===== src/hw/rtl/fst_pkg.sv =====
// fst_pkg: types and constants shared by the frame sequence timer
// holds the item and result beat structs, command codes and register map
// no dependencies
package fst_pkg;

  localparam int TIME_W  = 16;
  localparam int FRAME_W = 8;
  localparam int MODE_W  = 3;
  localparam int PADDR_W = 4;
  localparam int PDATA_W = 32;

  // command codes
  localparam logic [MODE_W-1:0] MODE_TICK    = 3'd0;
  localparam logic [MODE_W-1:0] MODE_PLAY    = 3'd1;
  localparam logic [MODE_W-1:0] MODE_STOP    = 3'd2;
  localparam logic [MODE_W-1:0] MODE_JUMP    = 3'd3;
  localparam logic [MODE_W-1:0] MODE_RESTART = 3'd4;

  // register indexes (byte address 4*index)
  localparam logic [1:0] REG_INTERVAL = 2'd0;
  localparam logic [1:0] REG_COUNT    = 2'd1;
  localparam logic [1:0] REG_LOOP     = 2'd2;

  localparam logic [TIME_W-1:0]  INTERVAL_RESET = TIME_W'(100);
  localparam logic [FRAME_W-1:0] COUNT_RESET    = '0;
  localparam logic               LOOP_RESET     = 1'b1;

  typedef struct packed {
    logic [MODE_W-1:0]  mode;
    logic [TIME_W-1:0]  tick_ms;
    logic [FRAME_W-1:0] frame_index;
  } item_t;

  typedef struct packed {
    logic [FRAME_W-1:0] shown_frame;
    logic               redraw;
    logic               playing;
    logic [TIME_W-1:0]  elapsed;
  } result_t;

endpackage


===== src/hw/rtl/frame_sequence_timer.sv =====
// frame_sequence_timer: frame sequencer stepped by elapsed-time items
// one shared add/subtract unit under a four-state sequencer
// depends on fst_pkg
//
//   channel  | handshake                        | payload
//   ---------+----------------------------------+----------------------
//   item     | item_valid / item_stall          | fst_pkg::item_t
//   result   | result_valid / result_stall      | fst_pkg::result_t
//   config   | psel penable pwrite pready       | paddr, pwdata, prdata
//
// a command that steps no frame goes from S_EXEC straight to S_DONE, which loads the result beat
// a tick on a running sequence does the time add in S_EXEC on one 17-bit adder, then
// one compare-and-subtract per cycle in S_LOOP until the interval no longer fits or a
// one-shot sequence ends, and then loads the result in S_DONE
// one item at a time: item_stall is high from accept until the result is loaded
// a stalled result holds in the output register while the next item is taken
// rst is synchronous and returns the config registers to their reset values
module frame_sequence_timer (
  input  logic                          clk,
  input  logic                          rst,
  input  logic                          item_valid,
  output logic                          item_stall,
  input  fst_pkg::item_t                item,
  output logic                          result_valid,
  input  logic                          result_stall,
  output fst_pkg::result_t              result,
  input  logic                          psel,
  input  logic                          penable,
  input  logic                          pwrite,
  input  logic [fst_pkg::PADDR_W-1:0]   paddr,
  input  logic [fst_pkg::PDATA_W-1:0]   pwdata,
  output logic [fst_pkg::PDATA_W-1:0]   prdata,
  output logic                          pready
);
  import fst_pkg::*;

  localparam logic [1:0] S_IDLE = 2'd0;
  localparam logic [1:0] S_EXEC = 2'd1;
  localparam logic [1:0] S_LOOP = 2'd2;
  localparam logic [1:0] S_DONE = 2'd3;

  logic [1:0]         state;
  logic [TIME_W-1:0]  frame_interval;
  logic [FRAME_W-1:0] seq_len;
  logic               loop_enable;
  logic [TIME_W-1:0]  acc;
  logic [FRAME_W-1:0] pos;
  logic [FRAME_W-1:0] pos_before;
  logic               running;
  logic               redraw_flag;
  logic               is_tick;
  item_t              cmd;

  logic               cfg_write;
  logic [1:0]         cfg_idx;
  logic               item_take;
  logic               result_load;
  logic               advance_ok;
  logic               jump_ok;

  // shared unit: add tick time, or subtract interval with carry as compare
  logic               unit_sub;
  logic [TIME_W-1:0]  unit_b;
  logic [TIME_W:0]    unit_sum;
  logic               acc_ge;
  logic [FRAME_W-1:0] pos_inc;

  assign pready     = 1'b1;
  assign cfg_idx    = paddr[3:2];
  assign cfg_write  = psel && penable && pwrite;
  assign item_stall = (state != S_IDLE);
  assign item_take  = item_valid && !item_stall;
  assign result_load = (state == S_DONE) && (!result_valid || !result_stall);

  assign advance_ok = running && (seq_len != '0) && (frame_interval != '0);
  assign jump_ok    = (cmd.frame_index < seq_len) && (cmd.frame_index != pos);

  assign unit_sub = (state == S_LOOP);
  assign unit_b   = unit_sub ? ~frame_interval : cmd.tick_ms;
  assign unit_sum = {1'b0, acc} + {1'b0, unit_b} + {{TIME_W{1'b0}}, unit_sub};
  assign acc_ge   = unit_sum[TIME_W];
  assign pos_inc  = pos + FRAME_W'(1);

  always_comb begin
    case (cfg_idx)
      REG_INTERVAL: prdata = PDATA_W'(frame_interval);
      REG_COUNT:    prdata = PDATA_W'(seq_len);
      REG_LOOP:     prdata = PDATA_W'(loop_enable);
      default:      prdata = '0;
    endcase
  end

  always_ff @(posedge clk) begin
    if (rst) begin
      frame_interval <= INTERVAL_RESET;
      seq_len        <= COUNT_RESET;
      loop_enable    <= LOOP_RESET;
    end else if (cfg_write) begin
      case (cfg_idx)
        REG_INTERVAL: frame_interval <= pwdata[TIME_W-1:0];
        REG_COUNT:    seq_len        <= pwdata[FRAME_W-1:0];
        REG_LOOP:     loop_enable    <= pwdata[0];
        default: ;
      endcase
    end
  end

  always_ff @(posedge clk) begin
    if (item_take) begin
      cmd <= item;
    end
  end

  always_ff @(posedge clk) begin
    if (rst) begin
      state        <= S_IDLE;
      acc          <= '0;
      pos          <= '0;
      pos_before   <= '0;
      running      <= 1'b0;
      redraw_flag  <= 1'b0;
      is_tick      <= 1'b0;
      result_valid <= 1'b0;
    end else begin
      if (result_load) begin
        result_valid <= 1'b1;
      end else if (result_valid && !result_stall) begin
        result_valid <= 1'b0;
      end
      case (state)
        S_IDLE: begin
          if (item_take) begin
            state <= S_EXEC;
          end
        end
        S_EXEC: begin
          is_tick     <= (cmd.mode == MODE_TICK);
          redraw_flag <= (cmd.mode == MODE_RESTART) ||
                         ((cmd.mode == MODE_JUMP) && jump_ok);
          pos_before  <= pos;
          state       <= ((cmd.mode == MODE_TICK) && advance_ok) ? S_LOOP : S_DONE;
          case (cmd.mode)
            MODE_TICK: begin
              if (advance_ok) begin
                acc <= unit_sum[TIME_W-1:0];
              end
            end
            MODE_PLAY: begin
              if (!running) begin
                running <= 1'b1;
                acc     <= '0;
              end
            end
            MODE_STOP: begin
              running <= 1'b0;
            end
            MODE_JUMP: begin
              if (jump_ok) begin
                pos <= cmd.frame_index;
              end
            end
            MODE_RESTART: begin
              pos <= '0;
              acc <= '0;
            end
            default: ;
          endcase
        end
        S_LOOP: begin
          if (!acc_ge) begin
            state <= S_DONE;
          end else if (pos_inc >= seq_len) begin
            if (loop_enable) begin
              acc <= unit_sum[TIME_W-1:0];
              pos <= '0;
            end else begin
              // end of a one-shot sequence: park on the last frame
              pos     <= seq_len - FRAME_W'(1);
              running <= 1'b0;
              acc     <= '0;
              state   <= S_DONE;
            end
          end else begin
            acc <= unit_sum[TIME_W-1:0];
            pos <= pos_inc;
          end
        end
        S_DONE: begin
          if (result_load) begin
            state <= S_IDLE;
          end
        end
        default: state <= S_IDLE;
      endcase
    end
  end

  always_ff @(posedge clk) begin
    if (result_load) begin
      result.shown_frame <= pos;
      result.redraw      <= is_tick ? (pos != pos_before) : redraw_flag;
      result.playing     <= running;
      result.elapsed     <= acc;
    end
  end

endmodule

===== config.mk =====
export PLATFORM = sky130hd
export DESIGN_NAME = frame_sequence_timer
export DESIGN_NICKNAME = d
export VERILOG_FILES = /design/src/hw/rtl/fst_pkg.sv /design/src/hw/rtl/frame_sequence_timer.sv
export SDC_FILE = /design/constraint.sdc
export NUM_CORES = 1
export LEC_CHECK = 0
export ABC_AREA = 1
export BUFFER_PORTS_ARGS = -buffer_cell sky130_fd_sc_hd__buf_2
export CAP_MARGIN = 20
export CELL_PAD_IN_SITES_DETAIL_PLACEMENT = 0
export CELL_PAD_IN_SITES_GLOBAL_PLACEMENT = 2
export CORE_ASPECT_RATIO = 1.1
export CORE_MARGIN = 2
export CORE_UTILIZATION = 34
export DETAILED_ROUTE_END_ITERATION = 6
export HOLD_SLACK_MARGIN = 0.06
export PLACE_DENSITY_LB_ADDON = 0.1
export SYNTH_ARGS = -nofsm -noshare
export SYNTH_HDL_FRONTEND = slang
export SYNTH_SLANG_ARGS = --single-unit

===== constraint.sdc =====
create_clock -name clk -period 6.85 [get_ports clk]
set_clock_uncertainty 0.05 [all_clocks]
set_input_delay 1.37 -clock clk [delete_from_list [all_inputs] [get_ports clk]]
set_output_delay 1.37 -clock clk [all_outputs]
set_load 0.01 [all_outputs]

## Word level (Yosys, flattened, before mapping)

Index checks and enable logic that the tools add are counted.

- Add/sub/neg operators: 4
- Magnitude comparators: 2
- Equal/unequal tests: 24
- Mux-type cells: 30
- Bitwise logic cells: 1
- Reduce and logical (&&, ||, !) cells: 30

Operators by type and width:

| operator | number |
|---|---|
| $mux W16 | 6 |
| $pmux W16 S3 | 2 |
| $mux W8 | 4 |
| $pmux W16 S2 | 1 |
| $pmux W8 S2 | 2 |
| $add A16 B16 Y17 | 1 |
| $add A17 B1 Y17 | 1 |
| $ne A8 B8 Y1 | 2 |
| $not A16 Y16 | 1 |
| $reduce_bool A16 Y1 | 1 |
| $ne A3 B3 Y1 const B | 5 |
| $logic_and A1 B1 Y1 | 10 |
| $mux W2 | 5 |
| $reduce_and A5 Y1 | 2 |
| $add A8 B1 Y8 const B | 1 |
| $ge A8 B8 Y1 | 1 |
| $lt A8 B8 Y1 | 1 |
| $pmux W2 S4 | 1 |
| $reduce_and A4 Y1 | 2 |
| $reduce_bool A8 Y1 | 1 |
| $sub A8 B1 Y8 const B | 1 |
| $mux W1 | 7 |
| $eq A2 B2 Y1 const B | 3 |
| $eq A3 B2 Y1 const B | 2 |
| 15 further kinds | 28 |

- Flip-flop bits (word level): 116
- Bits of input ports: 70
- Output and inout bits: 61
- Word-level logic and storage cells: 109

## Longest topological paths before layout

- Word-level depth: 8
- Depth in mapped cells: 21
- Depth with buffers taken out: 19

## Least setup slack after synthesis

No wires, ideal clock.

- Kind: input to output
- From: in paddr[3] (netlist name)
- To: out prdata[10] (netlist name)
- Arrival time: 1908 ps
- Data required time: 5430 ps
- Path slack: 3522 ps
- Cell stages on the path: 3
- Path buffers: 0
- Cell sequence: nor2_2 inv_2 nor2_1

- Word-level cells in the longest chain between the ends: 2
- Elaborated cells between the ends (all ways): 4
- Those cells by class: eq/ne (2); mux (1); reduce/logical (1)

Ends and longest elaborated chain:

| item | RTL line | text |
|---|---|---|
| start: declaration | frame_sequence_timer.sv:30 | `input logic [fst_pkg::PADDR_W-1:0] paddr,` |
| $eq A2 B2 Y1, or another cell as far along | frame_sequence_timer.sv:85 | `case (cfg_idx)` |
| $pmux W16 S3 * | frame_sequence_timer.sv:85 |  |
| end: declaration | frame_sequence_timer.sv:32 | `output logic [fst_pkg::PDATA_W-1:0] prdata,` |

Every way passes the cells marked *; elsewhere a longest branch is shown, timed or not.

## Final worst setup path

- From: reg state[0]
- To: reg acc[5]

- Word-level cells in the longest chain between the ends: 8
- Elaborated cells between the ends (all ways): 17
- Those cells by class: add/sub (2); eq/ne (6); mux (7); reduce/logical (2)

Ends and longest elaborated chain:

| item | RTL line | text |
|---|---|---|
| start: declaration | frame_sequence_timer.sv:42 | `logic [1:0] state;` |
| start signal: assignment | frame_sequence_timer.sv:141 | `state <= ((cmd.mode == MODE_TICK) && advance_ok) ? S_LOOP : S_DONE;` |
| $eq A2 B2 Y1 | frame_sequence_timer.sv:78, frame_sequence_timer.sv:130 |  |
| $mux W16 | frame_sequence_timer.sv:79 | `assign unit_b = unit_sub ? ~frame_interval : cmd.tick_ms;` |
| $add A16 B16 Y17 | frame_sequence_timer.sv:80 | `assign unit_sum = {1'b0, acc} + {1'b0, unit_b} + {{TIME_W{1'b0}}, unit_sub};` |
| $add A17 B1 Y17 | frame_sequence_timer.sv:80 |  |
| $mux W16 | frame_sequence_timer.sv:173 | `if (loop_enable) begin` |
| $mux W16 | frame_sequence_timer.sv:172 | `end else if (pos_inc >= seq_len) begin` |
| $mux W16 | frame_sequence_timer.sv:170 | `if (!acc_ge) begin` |
| $pmux W16 S2 | frame_sequence_timer.sv:130 | `case (state)` |
| end signal: assignment | frame_sequence_timer.sv:145 | `acc <= unit_sum[TIME_W-1:0];` |
| end signal: assignment | frame_sequence_timer.sv:174 | `acc <= unit_sum[TIME_W-1:0];` |
| end signal: assignment | frame_sequence_timer.sv:184 | `acc <= unit_sum[TIME_W-1:0];` |
| end: declaration | frame_sequence_timer.sv:46 | `logic [TIME_W-1:0] acc;` |

Several ways; a longest one is shown, not always the timed one. The select of a mux whose other input is x is not followed.
A chain may end at the register's enable or synchronous reset.

==> flow_summary.json <==
{
  "outcome": "finished, final reports clean",
  "synth-seq-area-share_pct": 42.1,
  "fin_crit_ps": 4020,
  "grt_antenna_before_repair": 0,
  "dr_total_vias": 5787,
  "initial_core_util_pct": 34.4,
  "io_buffers": 95,
  "grt_pass1_vias": 5817,
  "maxCapViolCount": 0,
  "synth_top_area_share_pct": 23.5,
  "syn_area_per_cell_um2": 7.70,
  "power.density_nw_per_um2": 452,
  "synth.area.top_cells": "edfxtp_1 (23%), dfxtp_1 (19%), nand2_1 (13%)",
  "dp_hpwl_um": 14600,
  "max_slew.worst_pin.slew_ps": 779,
  "arrival_ps": 4320,
  "worstPathRequired_ps": 7150,
  "hold_buffers": 0,
  "crit_chain": "inv_1 -> ha_1 -> inv_2 -> fa_1 -> inv_1 -> fa_1 -> nand3_1 -> nand2_2 -> nand2_1 -> nand2_2 -> nand2_1 -> nand3_2 -> inv_2 -> nor2_4 -> nand3_1 -> a21oi_1",
  "end_kind": "flop",
  "firstDrtPassIters": 5,
  "rows": 54,
  "final_util_pct": 40.6,
  "grt_overflow_total": 0,
  "yosys_most_used_dff": "dfxtp_1",
  "hold_path_class": "flop to flop",
  "path_max_fanout": 42,
  "dp_cells": 1203,
  "timing.final.hold_violations": 0,
  "hold-path-cell-count": 0,
  "cts_root_buf": "clkbuf_16",
  "grt_pass1_wl_um": 30900,
  "rsz0062_at_grt": "no",
  "worst_path_largest_cell_delay_ps": 560,
  "clock_path_buffers": 2,
  "synthDistinctLibCells": 38,
  "die_height_um": 152,
  "via_per_inst": 4.69,
  "crit_slowest_cell": "ha_1",
  "drv_slew": 0,
  "ant_nets": 0,
  "grt_max_degree": 43,
  "slew_headroom_pct": 48.1,
  "max_freq_mhz": 249,
  "cts_tree": "built",
  "wirelength_um": 19400,
  "diodes": 0,
  "drive_above_1_share_pct": 17.8,
  "area_growth_pct": 18.3,
  "tns_ps": 0,
  "crit_type": "flop to flop",
  "synthArstFlopShare_pct": 0,
  "cts_made_buffers": 17,
  "cts_setup_buffers": 0,
  "synth_seq_cells": 116,
  "r2r_cells": 16,
  "drt_iter0_drc": 236,
  "ys_warn_count": 0,
  "synth-edff-count": 53,
  "synth_top_area_cell": "edfxtp_1",
  "worst_setup_path_start_kind": "flop",
  "stdcell_count": 1235,
  "grt_usage_pct": 18.9,
  "fillCellCount": 2135,
  "drc_errors": 0,
  "final_nets": 1080,
  "clock-sinks": 116,
  "syn_area_um2": 6780,
  "fp.dieW_um": 139,
  "finalWeightedCongestion": 0.755,
  "post_cts_resized": 0,
  "cts_max_level": 4,
  "ios": 131,
  "ir_drop_mv": 0.174,
  "wire_per_inst_um": 15.7,
  "netlist_instances": 880,
  "period_share_pct": 58.7,
  "dieArea_um2": 21100,
  "clk_latency_ps": 430,
  "setup_viol": 0,
  "core_um2": 19700,
  "total_power_mw": 3.62,
  "p_leak_nw": 3.74,
  "cts.clk_slew.worst_paths_ps": 60
}
[final timing paths]
kind	from	slack, ps	endpoint
min reg2reg	acc[7]	410	result[7]
max reg2reg	state[0]	2830	acc[5]
max	state[0]	2830	acc[5]
min	acc[7]	410	result[7]
[state kept, by name (all words and copies together), names as in the netlist, 2 cells and up]
| name | cells |
|---|---|
| cmd | 27 |
| pos | 8 |
| seq_len | 8 |
| pos_before | 8 |
| acc | 16 |
| state | 2 |
| result | 26 |
| frame_interval | 16 |
[synth_stat cells (3+ instances only)]
master    instances
nand2_1         233
inv_1            95
nor2_1           84
dfxtp_1          63
nand3_1          63
o21ai_0          58
a21oi_1          57
edfxtp_1         53
ha_1             38
buf_4            17
xnor2_1          14
clkbuf_1         13
nand3_2          12
a21oi_2          11
xor2_1            9
nand2_2           7
nor3_1            7
nand4_1           6
buf_2             5
inv_2             5
or2_2             4
buf_6             3
[cells by family after synthesis]
| group | after synthesis | share of synthesized area (%) |
|---|---|---|
| XOR/XNOR | 23 | 2.97 |
| AND/OR/NAND/NOR | 423 | 27.0 |
| AO/OA/AOI/OAI | 134 | 10.8 |
| flip-flops | 116 | 42.1 |
| other | 2 | 0.111 |
| adder cells (fa/ha/maj) | 40 | 7.61 |
| buffers and inverters | 142 | 9.43 |
[routing by layer]
layer,vias to the layer above,GRT usage (%),part of all wire [%]
li1,3015,-,-
met1,2667,22.1,44
met2,88,35.2,53
met3,17,3.50,2.7
met4,0,5.19,1.2
met5,-,0,0
[cells in the final DEF (no fill, tap or decap), types with 3 or more instances in the layout]
cell type and count:
edfxtp_1 53, nor3_1 7, inv_2 5, nor2_1 84
nand3_1 63, ha_1 38, dfxtp_1 63, inv_1 95
or2_2 4, conb_1 17, clkbuf_16 20, nand2_1 233
inv_6 6, xor2_1 9, clkinv_4 3, o21ai_0 58
buf_4 3, nand3_2 12, buf_2 95, xnor2_1 14
nand2_2 7, nand4_1 6, a21oi_2 12, a21oi_1 56
[layout make-up]
type                       count  area (um2)  share of cell area, %
clock buffer                  20         500                   6.24
clock inverter                12         128                   1.59
multi-input combinational    637        3350                   41.7
timing repair buffer          98         498                   6.21
tap                          252         315                   3.93
inverter                     100         375                   4.68
sequential                   116        2850                   35.6
[power breakdown]
part           internal (mW)  switching (mW)  leakage (nW)
combinational          0.560            1.08          2.42
clock                  0.575           0.364         0.306
sequential             0.918           0.126          1.01
total                   2.05            1.57          3.74
[worst max-delay path, delay by kind of cell (launching register included)]
family,cells,cell delay [ps]
AOI/OAI and AO/OA,1,150
adders and majority gates,3,1330
buffers and inverters,4,800
DFF,1,360
and+or+nand+nor,8,1230
[stage by stage]
stage               instance area, um2  worst slack (ps)  hold slack, ps
floorplan                         6830              3520             353
global placement                  7390              2800             404
detailed placement                7390              2790             404
CTS                               8020              2770             411
global route                      8020              2450             424
finish                            8020              2830             410
No activity file was read; power rests on OpenSTA's default activity.
